`src/rtl/core/twt_pkg.sv`:
```
// Shared types and codes for the task watchdog table.
// No dependencies; used by every module of the block.
`default_nettype none

package twt_pkg;

    localparam int NUM_WATCHDOGS_DEF = 16;

    localparam logic [1:0] ACT_REGISTER = 2'd0;
    localparam logic [1:0] ACT_KICK     = 2'd1;
    localparam logic [1:0] ACT_CHECK    = 2'd2;

    localparam logic [2:0] ST_OK           = 3'd0;
    localparam logic [2:0] ST_FULL         = 3'd1;
    localparam logic [2:0] ST_NOT_FOUND    = 3'd2;
    localparam logic [2:0] ST_TIMED_OUT    = 3'd3;
    localparam logic [2:0] ST_NONE_EXPIRED = 3'd4;

    typedef struct packed {
        logic [1:0]  action;
        logic [7:0]  task_id;
        logic [31:0] timeout_ms;
        logic [31:0] now_ms;
    } t_in;

    typedef struct packed {
        logic [2:0] status;
        logic [7:0] reported_task;
        logic       last;
    } t_out;

    typedef struct packed {
        logic        valid;
        logic [7:0]  task_id;
        logic [31:0] kick_time;
        logic [31:0] timeout;
    } t_entry;

    typedef struct packed {
        logic push;
        logic rotate;
    } t_shift_ctl;

endpackage

`default_nettype wire

```
`src/rtl/core/task_watchdog_table_top.sv`:
```
// Task watchdog table: a ring of NUM_WATCHDOGS entry cells plus a sequencer.
// Results appear one per cycle on o_res with the strobe o_res_valid and are not
// held: the receiver cannot stall and must take each one in the cycle it shows.
// The result of a register request follows in the next cycle; start may be
// high again right away. A kick or check request keeps busy high while the
// ring rotates once so every entry passes the head cell, newest first, and a
// final busy step closes the scan; the last result shows in the same cycle
// that busy drops. Each check hit is held until the next hit is found and
// shows in the cycle after that, so the final hit can carry last. Valid marks
// clear at reset.
// Depends on twt_pkg, twt_cell, twt_ctrl.
`default_nettype none

module task_watchdog_table_top #(
    parameter int NUM_WATCHDOGS = twt_pkg::NUM_WATCHDOGS_DEF
) (
    input  wire logic          i_clk,
    input  wire logic          i_rst_n,
    input  wire logic          start,
    input  wire twt_pkg::t_in  i_req,
    output logic               busy,
    output logic               o_res_valid,
    output twt_pkg::t_out      o_res
);
    import twt_pkg::*;

    t_entry     cell_q [NUM_WATCHDOGS];
    t_shift_ctl ctl;
    t_entry     push_entry;
    t_entry     head_wb;

    twt_ctrl #(
        .NUM_WATCHDOGS(NUM_WATCHDOGS)
    ) u_ctrl (
        .i_clk       (i_clk),
        .i_rst_n     (i_rst_n),
        .i_start     (start),
        .i_req       (i_req),
        .i_head      (cell_q[0]),
        .i_full      (cell_q[NUM_WATCHDOGS-1].valid),
        .o_busy      (busy),
        .o_ctl       (ctl),
        .o_push_entry(push_entry),
        .o_head_wb   (head_wb),
        .o_res_valid (o_res_valid),
        .o_res       (o_res)
    );

    for (genvar gi = 0; gi < NUM_WATCHDOGS; gi++) begin : g_cell
        t_entry push_src;
        t_entry rot_src;

        if (gi == 0) begin : g_first
            assign push_src = push_entry;
        end else begin : g_inner_push
            assign push_src = cell_q[gi-1];
        end

        // tail closes the ring with the head entry, possibly refreshed
        if (gi == NUM_WATCHDOGS - 1) begin : g_tail
            assign rot_src = head_wb;
        end else begin : g_inner_rot
            assign rot_src = cell_q[gi+1];
        end

        twt_cell u_cell (
            .i_clk     (i_clk),
            .i_rst_n   (i_rst_n),
            .i_ctl     (ctl),
            .i_push_src(push_src),
            .i_rot_src (rot_src),
            .o_entry   (cell_q[gi])
        );
    end

endmodule

`default_nettype wire

```
`src/rtl/core/twt_cell.sv`:
```
// One watchdog entry of the cell ring, shifting toward the tail on a push
// and toward the head on a rotate. Depends on twt_pkg.
`default_nettype none

module twt_cell (
    input  wire logic               i_clk,
    input  wire logic               i_rst_n,
    input  wire twt_pkg::t_shift_ctl i_ctl,
    input  wire twt_pkg::t_entry     i_push_src,
    input  wire twt_pkg::t_entry     i_rot_src,
    output twt_pkg::t_entry          o_entry
);
    import twt_pkg::*;

    logic        r_valid;
    logic [7:0]  r_task;
    logic [31:0] r_kick;
    logic [31:0] r_timeout;

    always_ff @(posedge i_clk) begin
        if (!i_rst_n) begin
            r_valid <= 1'b0;
        end else if (i_ctl.push) begin
            r_valid <= i_push_src.valid;
        end else if (i_ctl.rotate) begin
            r_valid <= i_rot_src.valid;
        end
    end

    always_ff @(posedge i_clk) begin
        if (i_ctl.push) begin
            r_task    <= i_push_src.task_id;
            r_kick    <= i_push_src.kick_time;
            r_timeout <= i_push_src.timeout;
        end else if (i_ctl.rotate) begin
            r_task    <= i_rot_src.task_id;
            r_kick    <= i_rot_src.kick_time;
            r_timeout <= i_rot_src.timeout;
        end
    end

    assign o_entry = '{valid: r_valid, task_id: r_task, kick_time: r_kick,
                       timeout: r_timeout};

endmodule

`default_nettype wire

```
`src/rtl/core/twt_ctrl.sv`:
```
// Request sequencer: decodes requests, drives the cell ring and evaluates
// the head cell during a scan. Depends on twt_pkg.
`default_nettype none

module twt_ctrl #(
    parameter int NUM_WATCHDOGS = twt_pkg::NUM_WATCHDOGS_DEF
) (
    input  wire logic                i_clk,
    input  wire logic                i_rst_n,
    input  wire logic                i_start,
    input  wire twt_pkg::t_in        i_req,
    input  wire twt_pkg::t_entry     i_head,
    input  wire logic                i_full,
    output logic                     o_busy,
    output twt_pkg::t_shift_ctl      o_ctl,
    output twt_pkg::t_entry          o_push_entry,
    output twt_pkg::t_entry          o_head_wb,
    output logic                     o_res_valid,
    output twt_pkg::t_out            o_res
);
    import twt_pkg::*;

    localparam int CW = $clog2(NUM_WATCHDOGS + 1);

    localparam logic [1:0] S_IDLE  = 2'd0;
    localparam logic [1:0] S_KICK  = 2'd1;
    localparam logic [1:0] S_CHECK = 2'd2;

    logic [1:0]    r_state, n_state;
    logic [CW-1:0] r_cnt, n_cnt;
    logic          r_found, n_found;
    logic          r_held, n_held;
    logic [7:0]    r_held_task, n_held_task;
    logic [7:0]    r_task;
    logic [31:0]   r_now;
    logic          r_out_valid, n_out_valid;
    t_out          r_out, n_out;

    logic          accept;
    logic          scan_end;
    logic [31:0]   elapsed;
    logic          expired;
    logic          match;

    assign accept   = i_start && (r_state == S_IDLE);
    assign scan_end = (r_cnt == CW'(NUM_WATCHDOGS));
    assign elapsed  = r_now - i_head.kick_time;
    assign expired  = i_head.valid && (elapsed > i_head.timeout);
    assign match    = i_head.valid && (i_head.task_id == r_task);

    assign o_push_entry = '{valid: 1'b1, task_id: i_req.task_id,
                            kick_time: i_req.now_ms, timeout: i_req.timeout_ms};

    always_comb begin
        n_state     = r_state;
        n_cnt       = r_cnt;
        n_found     = r_found;
        n_held      = r_held;
        n_held_task = r_held_task;
        n_out_valid = 1'b0;
        n_out       = r_out;
        o_ctl       = '{push: 1'b0, rotate: 1'b0};
        o_head_wb   = i_head;
        case (r_state)
            S_IDLE: begin
                if (i_start) begin
                    case (i_req.action)
                        ACT_REGISTER: begin
                            n_out_valid = 1'b1;
                            n_out = '{status: i_full ? ST_FULL : ST_OK,
                                      reported_task: i_req.task_id, last: 1'b1};
                            o_ctl.push = !i_full;
                        end
                        ACT_KICK: begin
                            n_state = S_KICK;
                            n_cnt   = '0;
                            n_found = 1'b0;
                        end
                        ACT_CHECK: begin
                            n_state = S_CHECK;
                            n_cnt   = '0;
                            n_held  = 1'b0;
                        end
                        default: begin
                        end
                    endcase
                end
            end
            S_KICK: begin
                if (scan_end) begin
                    n_out_valid = 1'b1;
                    n_out = '{status: r_found ? ST_OK : ST_NOT_FOUND,
                              reported_task: r_task, last: 1'b1};
                    n_state = S_IDLE;
                end else begin
                    // newest entry leaves the head first; refresh only the first hit
                    o_ctl.rotate = 1'b1;
                    n_cnt = r_cnt + CW'(1);
                    if (match && !r_found) begin
                        o_head_wb.kick_time = r_now;
                        n_found = 1'b1;
                    end
                end
            end
            S_CHECK: begin
                if (scan_end) begin
                    n_out_valid = 1'b1;
                    if (r_held) begin
                        n_out = '{status: ST_TIMED_OUT, reported_task: r_held_task,
                                  last: 1'b1};
                    end else begin
                        n_out = '{status: ST_NONE_EXPIRED, reported_task: 8'd0,
                                  last: 1'b1};
                    end
                    n_state = S_IDLE;
                end else begin
                    o_ctl.rotate = 1'b1;
                    n_cnt = r_cnt + CW'(1);
                    // hold each hit until the next is found so the final one can carry last
                    if (expired) begin
                        if (r_held) begin
                            n_out_valid = 1'b1;
                            n_out = '{status: ST_TIMED_OUT, reported_task: r_held_task,
                                      last: 1'b0};
                        end
                        n_held      = 1'b1;
                        n_held_task = i_head.task_id;
                    end
                end
            end
            default: begin
                n_state = S_IDLE;
            end
        endcase
    end

    always_ff @(posedge i_clk) begin
        if (!i_rst_n) begin
            r_state     <= S_IDLE;
            r_cnt       <= '0;
            r_found     <= 1'b0;
            r_held      <= 1'b0;
            r_out_valid <= 1'b0;
        end else begin
            r_state     <= n_state;
            r_cnt       <= n_cnt;
            r_found     <= n_found;
            r_held      <= n_held;
            r_out_valid <= n_out_valid;
        end
    end

    always_ff @(posedge i_clk) begin
        r_held_task <= n_held_task;
        r_out       <= n_out;
        if (accept) begin
            r_task <= i_req.task_id;
            r_now  <= i_req.now_ms;
        end
    end

    assign o_busy      = (r_state != S_IDLE);
    assign o_res_valid = r_out_valid;
    assign o_res       = r_out;

endmodule

`default_nettype wire

```
`config.mk`:
```
export PLATFORM = sky130hd
export DESIGN_NAME = task_watchdog_table_top
export DESIGN_NICKNAME = d
export VERILOG_FILES = /design/src/rtl/core/twt_pkg.sv /design/src/rtl/core/task_watchdog_table_top.sv /design/src/rtl/core/twt_cell.sv /design/src/rtl/core/twt_ctrl.sv
export SDC_FILE = /design/constraint.sdc
export NUM_CORES = 2
export LEC_CHECK = 0
export BUFFER_PORTS_ARGS = -buffer_cell sky130_fd_sc_hd__buf_4
export CAP_MARGIN = 10
export CORE_ASPECT_RATIO = 1.4
export CORE_MARGIN = 1
export CORE_UTILIZATION = 50
export DETAILED_ROUTE_END_ITERATION = 10
export HOLD_SLACK_MARGIN = 0.03
export PLACE_DENSITY = 0.67
export SLEW_MARGIN = 20
export SYNTH_ARGS = -nofsm -noshare
export SYNTH_HDL_FRONTEND = slang
export SYNTH_SLANG_ARGS = --single-unit
```
`constraint.sdc`:
```
create_clock -name i_clk -period 27.8 [get_ports i_clk]
set_clock_uncertainty 0.1 [all_clocks]
set_input_delay 2.78 -clock i_clk [delete_from_list [all_inputs] [get_ports i_clk]]
set_output_delay 2.78 -clock i_clk [all_outputs]
set_load 0.1 [all_outputs]
```
Word-level counts from Yosys, hierarchy flattened --
Cells that the tools add are included. Widths: inputs -> output; s select.
Word-level totals: bits in latches 0, ROM bits 0, input bits 77, bits in writable memories 0, memories 0, flip-flop bits (word level) 1238, output and inout port bits 14, logic and storage cells 293
Cells by class: shift-type cells 0, order comparisons 1, equality and inequality tests 21, bitwise logic cells 1, multipliers 0, muxes and demuxes 171, divide/modulo/power cells 0, $add $sub $neg 2, reductions and logical operators 22
Operator list (number):
- $mux 32 | 67
- $mux 8 | 32
- $mux 12 | 7
- $mux 1 | 52
- $pmux 12 s3 | 1
- $gt 32x32->1 | 1
- $sub 32x32->32 | 1
- $ne 2x2->1 const B | 8
- $mux 5 | 3
- $pmux 5 s2 | 1
- $reduce_and 5->1 | 2
- $reduce_bool 2->1 | 5
- $eq 8x8->1 | 1
- $ne 2x1->1 const B | 4
- $pmux 2 s2 | 2
- $mux 2 | 3
- $ne 3x1->1 const B | 2
- $reduce_and 3->1 | 2
- $reduce_and 6->1 | 1
- $add 5x1->5 const B | 1
- $eq 5x5->1 const B | 1
- $eq 2x1->1 const B | 2
- $eq 2x2->1 const B | 2
- $logic_and 1x1->1 | 4
- 9 further kinds | 13

Depth between registers and ports, before layout --
word-level depth 8, mapped depth 21, depth with buffers taken out 21

Modules after synthesis --
From an unflattened synthesis, not the netlist that was laid out.
Second synthesis, totals: cell total of the unflattened synthesis 3256, area, all modules 59344.4 um2
Modules (own cells, without submodules):
- twt_cell | area each 3291.9 um2, instances 16, sequential area each 2182.1 um2, cells each 158
- twt_ctrl | area each 6673.9 um2, instances 1, sequential area each 2001.9 um2, cells each 728

Worst setup path after synthesis --
Ideal clock, no wire load.
kind input -> register, start point input i_req[72] in the netlist's numbering, end point register g_cell[0].u_cell.r_kick[0], enable pin, required time 19.861 ns, buffers on the path 3, setup time 7.839 ns, stages on the path 7, data arrival time 22.568 ns, setup slack -2.706 ns, cell sequence inv_1 > ha_1 > nand4_1 > clkbuf_1 > clkbuf_1 > clkbuf_1 > nand2_1
On the way: longest elaborated chain between the ends 5
Ends and longest elaborated chain:
- start: declaration | RTL line task_watchdog_table_top.sv:20 | input wire twt_pkg::t_in i_req,
- $logic_not 2->1 | RTL line twt_ctrl.sv:67 | case (i_req.action)
- $mux 1 | RTL line twt_ctrl.sv:67
- $mux 1 | RTL line twt_ctrl.sv:66 | if (i_start) begin
- $mux 1 | RTL line twt_ctrl.sv:64 | case (r_state)
- $reduce_bool 2->1 (no source line)
- end signal: assignment | RTL line twt_cell.sv:33 | r_kick <= i_push_src.kick_time;
- end signal: assignment | RTL line twt_cell.sv:37 | r_kick <= i_rot_src.kick_time;
- end: declaration | RTL line twt_cell.sv:17 | logic [31:0] r_kick;
Every way passes these cells. A chain may end at the register's enable or synchronous reset.

Worst setup path after layout --
start point input i_req[72] in the netlist's numbering, end point register g_cell[1].u_cell.r_kick[29] (data pin)
On the way: longest elaborated chain between the ends 5
Ends and longest elaborated chain:
- $logic_not 2->1 | RTL line twt_ctrl.sv:67
- $mux 1 | RTL line twt_ctrl.sv:67
- $mux 1 | RTL line twt_ctrl.sv:66
- $mux 1 | RTL line twt_ctrl.sv:64
- $mux 32 | RTL line twt_cell.sv:31 | if (i_ctl.push) begin
- end signal: assignment | RTL line twt_cell.sv:33
- end signal: assignment | RTL line twt_cell.sv:37
- end: declaration | RTL line twt_cell.sv:17
Every way passes these cells.

==> impl_metrics.toml <==
[floorplanning]
placementRows = 143
core_area_mm2 = 0.108
start_util = 0.505
ioPinCount = 91
die_h_um = 393
dieArea_mm2 = 0.111
die_w_um = 282

[sta]
final_max_slew_viol_count = 0
rsz0062_at_grt = "no"
final-hold-violation-count = 0
relSlewSlack = 0.222
min_period_ns = 8.04
fin_ws_ns = 19.76
fmax_mhz = 124
setup_viol = 0
worstMarginPinSlew_ns = 1.17
fin_crit_sh = 0.289
fin_setup_tns_ns = 0

[power]
total_power_mw = 6.03
p_switching_mw = 1.84
seq_power_share = 0.524
p_sw_frac = 0.306
ir_drop_uv = 116
p_int_mw = 4.18
p_per_area_mw_per_mm2 = 100
p_leak_nw = 25.6
clkPwrFrac = 0.266
power_frac_comb = 0.209

[place]
post_dp_cell_area_mm2 = 0.0565
gp_congestion = 0.787
portBuffers = 90
place_ws_ns = 19.01
placedCellCount = 6726
dp_hpwl_um = 61600

[logic_synthesis]
yosys.area_share.simple = 0.237
synth_top_area_frac = 0.665
synth_area_mm2 = 0.0547
synth-seq-cells = 1238
syn_avg_cell_area_um2 = 10.1
ys_seq_area_frac = 0.675
synthTopCellsByCount = "3254 x nand2_1, 1212 x edfxtp_1, 228 x clkbuf_1"
synth_fa_ha_area_frac = 0.0168
synth_warnings = 0
synth_most_common_cell = "nand2_1"
synth_compound_area_frac = 0.0335
synth_mux_area_frac = 0.00622
synthCells = 5426
synth_top_family_by_area = "simple AND/OR/NAND/NOR gates"
synth_area_leaders = "edfxtp_1 67%, nand2_1 22%, ha_1 1.6%"
synth_largest_area_cell = "edfxtp_1"
synth_ff_type = "edfxtp_1"
synth_xor_area_frac = 0.00560
ys_async_sr_fraction = 0
ys_types = 71
synth-edff-count = 1212
syn-num-nets = 5576

[layout]
layoutNonFillerInstCount = 6949
fin_area_mm2 = 0.0603
synthToLayoutAreaGrowth_pct = 10.1
fill_cells = 9487
drive_above_1_share = 0.0570
layout.nets = 5546

[run]
maxCapViolations = 0

[clock_tree]
cts_resized = 0
root_buffer = "clkbuf_16"
postCtsHoldBufs = 0
clock_path_buffers = 3
tritoncts = "yes"
clk-insertion-delay-late_ns = 0.72
cts_sinks = 1238
clk_pin_slew_ns = 0.06
cts_setup_buffers = 0
cts_buffers = 118
htree_levels = 3

[worst_setup_path]
arrival_ns = 8.35
cp_slowest_stage_delay_ns = 0.88
worstSetupPathType = "in -> reg"
critPathMostFrequentCell = "buf_4"
cp_slowest_cell = "buf_4"
endpoint_kind = "flip-flop"
cp_cell_sequence = "buf_4 > inv_1 > ha_1 > nand4_1 > buf_4 > buf_12 > buf_4 > buf_4 > buf_12 > buf_4 > o21ai_0"
crit_fanout = 238
critical_path_required_ns = 28.12
cp-start-kind = "primary input"

[drt]
wl_per_cell_um = 15.0
drcViolationCount = 0
drt_iter0_markers = 2997
via_per_inst = 5.17
wl_um = 104000
via_count = 35900
antenna_left = 0
dr.pass1.iters = 8

[global_routing]
grt_start_max_net_pins = 239
antenna_found_initial = 4
grt_pass1_vias = 34000
track_usage = 0.189
grt_pass1_wl_um = 171000
gr-total-overflow = 0

[hold_path]
hold_path_class = "reg -> reg"

[status]
status = "finished clean"
==> power groups by stage <==
stage | combinational, mW | sequential [mW] | clock, mW
after floorplan | 0.923 | 3.58 | 0
after global placement | 1.24 | 3.18 | 0
after detailed placement | 1.28 | 3.19 | 0
after CTS | 1.29 | 3.16 | 1.64
after global routing | 1.45 | 3.23 | 1.71
final | 1.26 | 3.16 | 1.61
==> area by class of cell <==
cell class	count	area (um^2)	area share
multi-input combinational	3827	16400	0.272
clock inverter	75	667	0.0111
inverter	85	319	0.00529
sequential	1238	36900	0.613
tap	1450	1810	0.0301
timing repair buffer	126	1020	0.0169
clock buffer	145	3110	0.0516
antenna	3	7.51	0.000125
==> cell families after synthesis <==
logic type	after synthesis
compound gates	290
mux	34
xor+xnor	35
buf+inv	361
simple gates	3395
flops	1238
fa+ha+maj	73
==> layout by cell type (no fill, tap or decap), types with 12 or more instances in the layout <==
cell type  instances
mux2i_1           34
a21oi_1           51
inv_1             82
ha_1              72
clkinv_1          30
o211a_1           15
nor2b_1           15
nand3_1           41
nor2_1            28
a21o_1            17
nand2_1         3252
buf_4            120
nand4_1           12
o21ai_0          131
clkbuf_1          24
edfxtp_1        1212
o21ai_1           20
dfxtp_1           26
xnor2_1           24
clkbuf_16        120
clkinv_2          21
==> critical path, delay by kind of cell <==
kind                     cells  cell delay (ns)
AO/OA/AOI/OAI                1             0.19
AND/OR/NAND/NOR              1             0.23
adder cells (fa/ha/maj)      1             0.22
buffers and inverters        8             4.41
==> metrics by stage <==
step	hold slack, ns	util
floorplan	0.391	-
global placement	0.396	0.521
detailed placement	0.405	0.521
CTS	0.415	0.556
global route	0.426	0.556
finish	0.415	0.556
==> final timing paths <==
kind                               startpoint  cells after the start                            to  slack (ns)
hold / removal    g_cell[15].u_cell.r_task[0]                      2   g_cell[14].u_cell.r_task[0]        0.41
setup reg to reg            u_ctrl.r_state[0]                      9  g_cell[13].u_cell.r_kick[26]       21.03
hold reg to reg   g_cell[15].u_cell.r_task[0]                      2   g_cell[14].u_cell.r_task[0]        0.41
setup / recovery                    i_req[72]                     11   g_cell[1].u_cell.r_kick[29]       19.76
==> routing by layer <==
layer,vias up,part of all wire,GRT usage
met5,-,0.00036,0
met4,6,0.023,0.0604
met3,125,0.046,0.0285
met2,623,0.47,0.295
met1,17300,0.46,0.271
li1,17800,-,-
==> sequential cells by signal, summed over array words and instances, names as in the netlist <==
| signal | flops |
|---|---|
| u_ctrl.r_now | 32 |
| u_ctrl.o_res_valid | 1 |
| u_ctrl.r_state | 2 |
| u_ctrl.r_cnt | 5 |
| g_cell.u_cell.r_task | 128 |
| u_ctrl.r_found | 1 |
| u_ctrl.o_res | 12 |
| u_ctrl.r_held | 1 |
| g_cell.u_cell.r_kick | 512 |
| u_ctrl.r_held_task | 8 |
| g_cell.u_cell.r_timeout | 512 |
| g_cell.u_cell.r_valid | 16 |
| u_ctrl.r_task | 8 |
(Power assumes the default switching activity.)
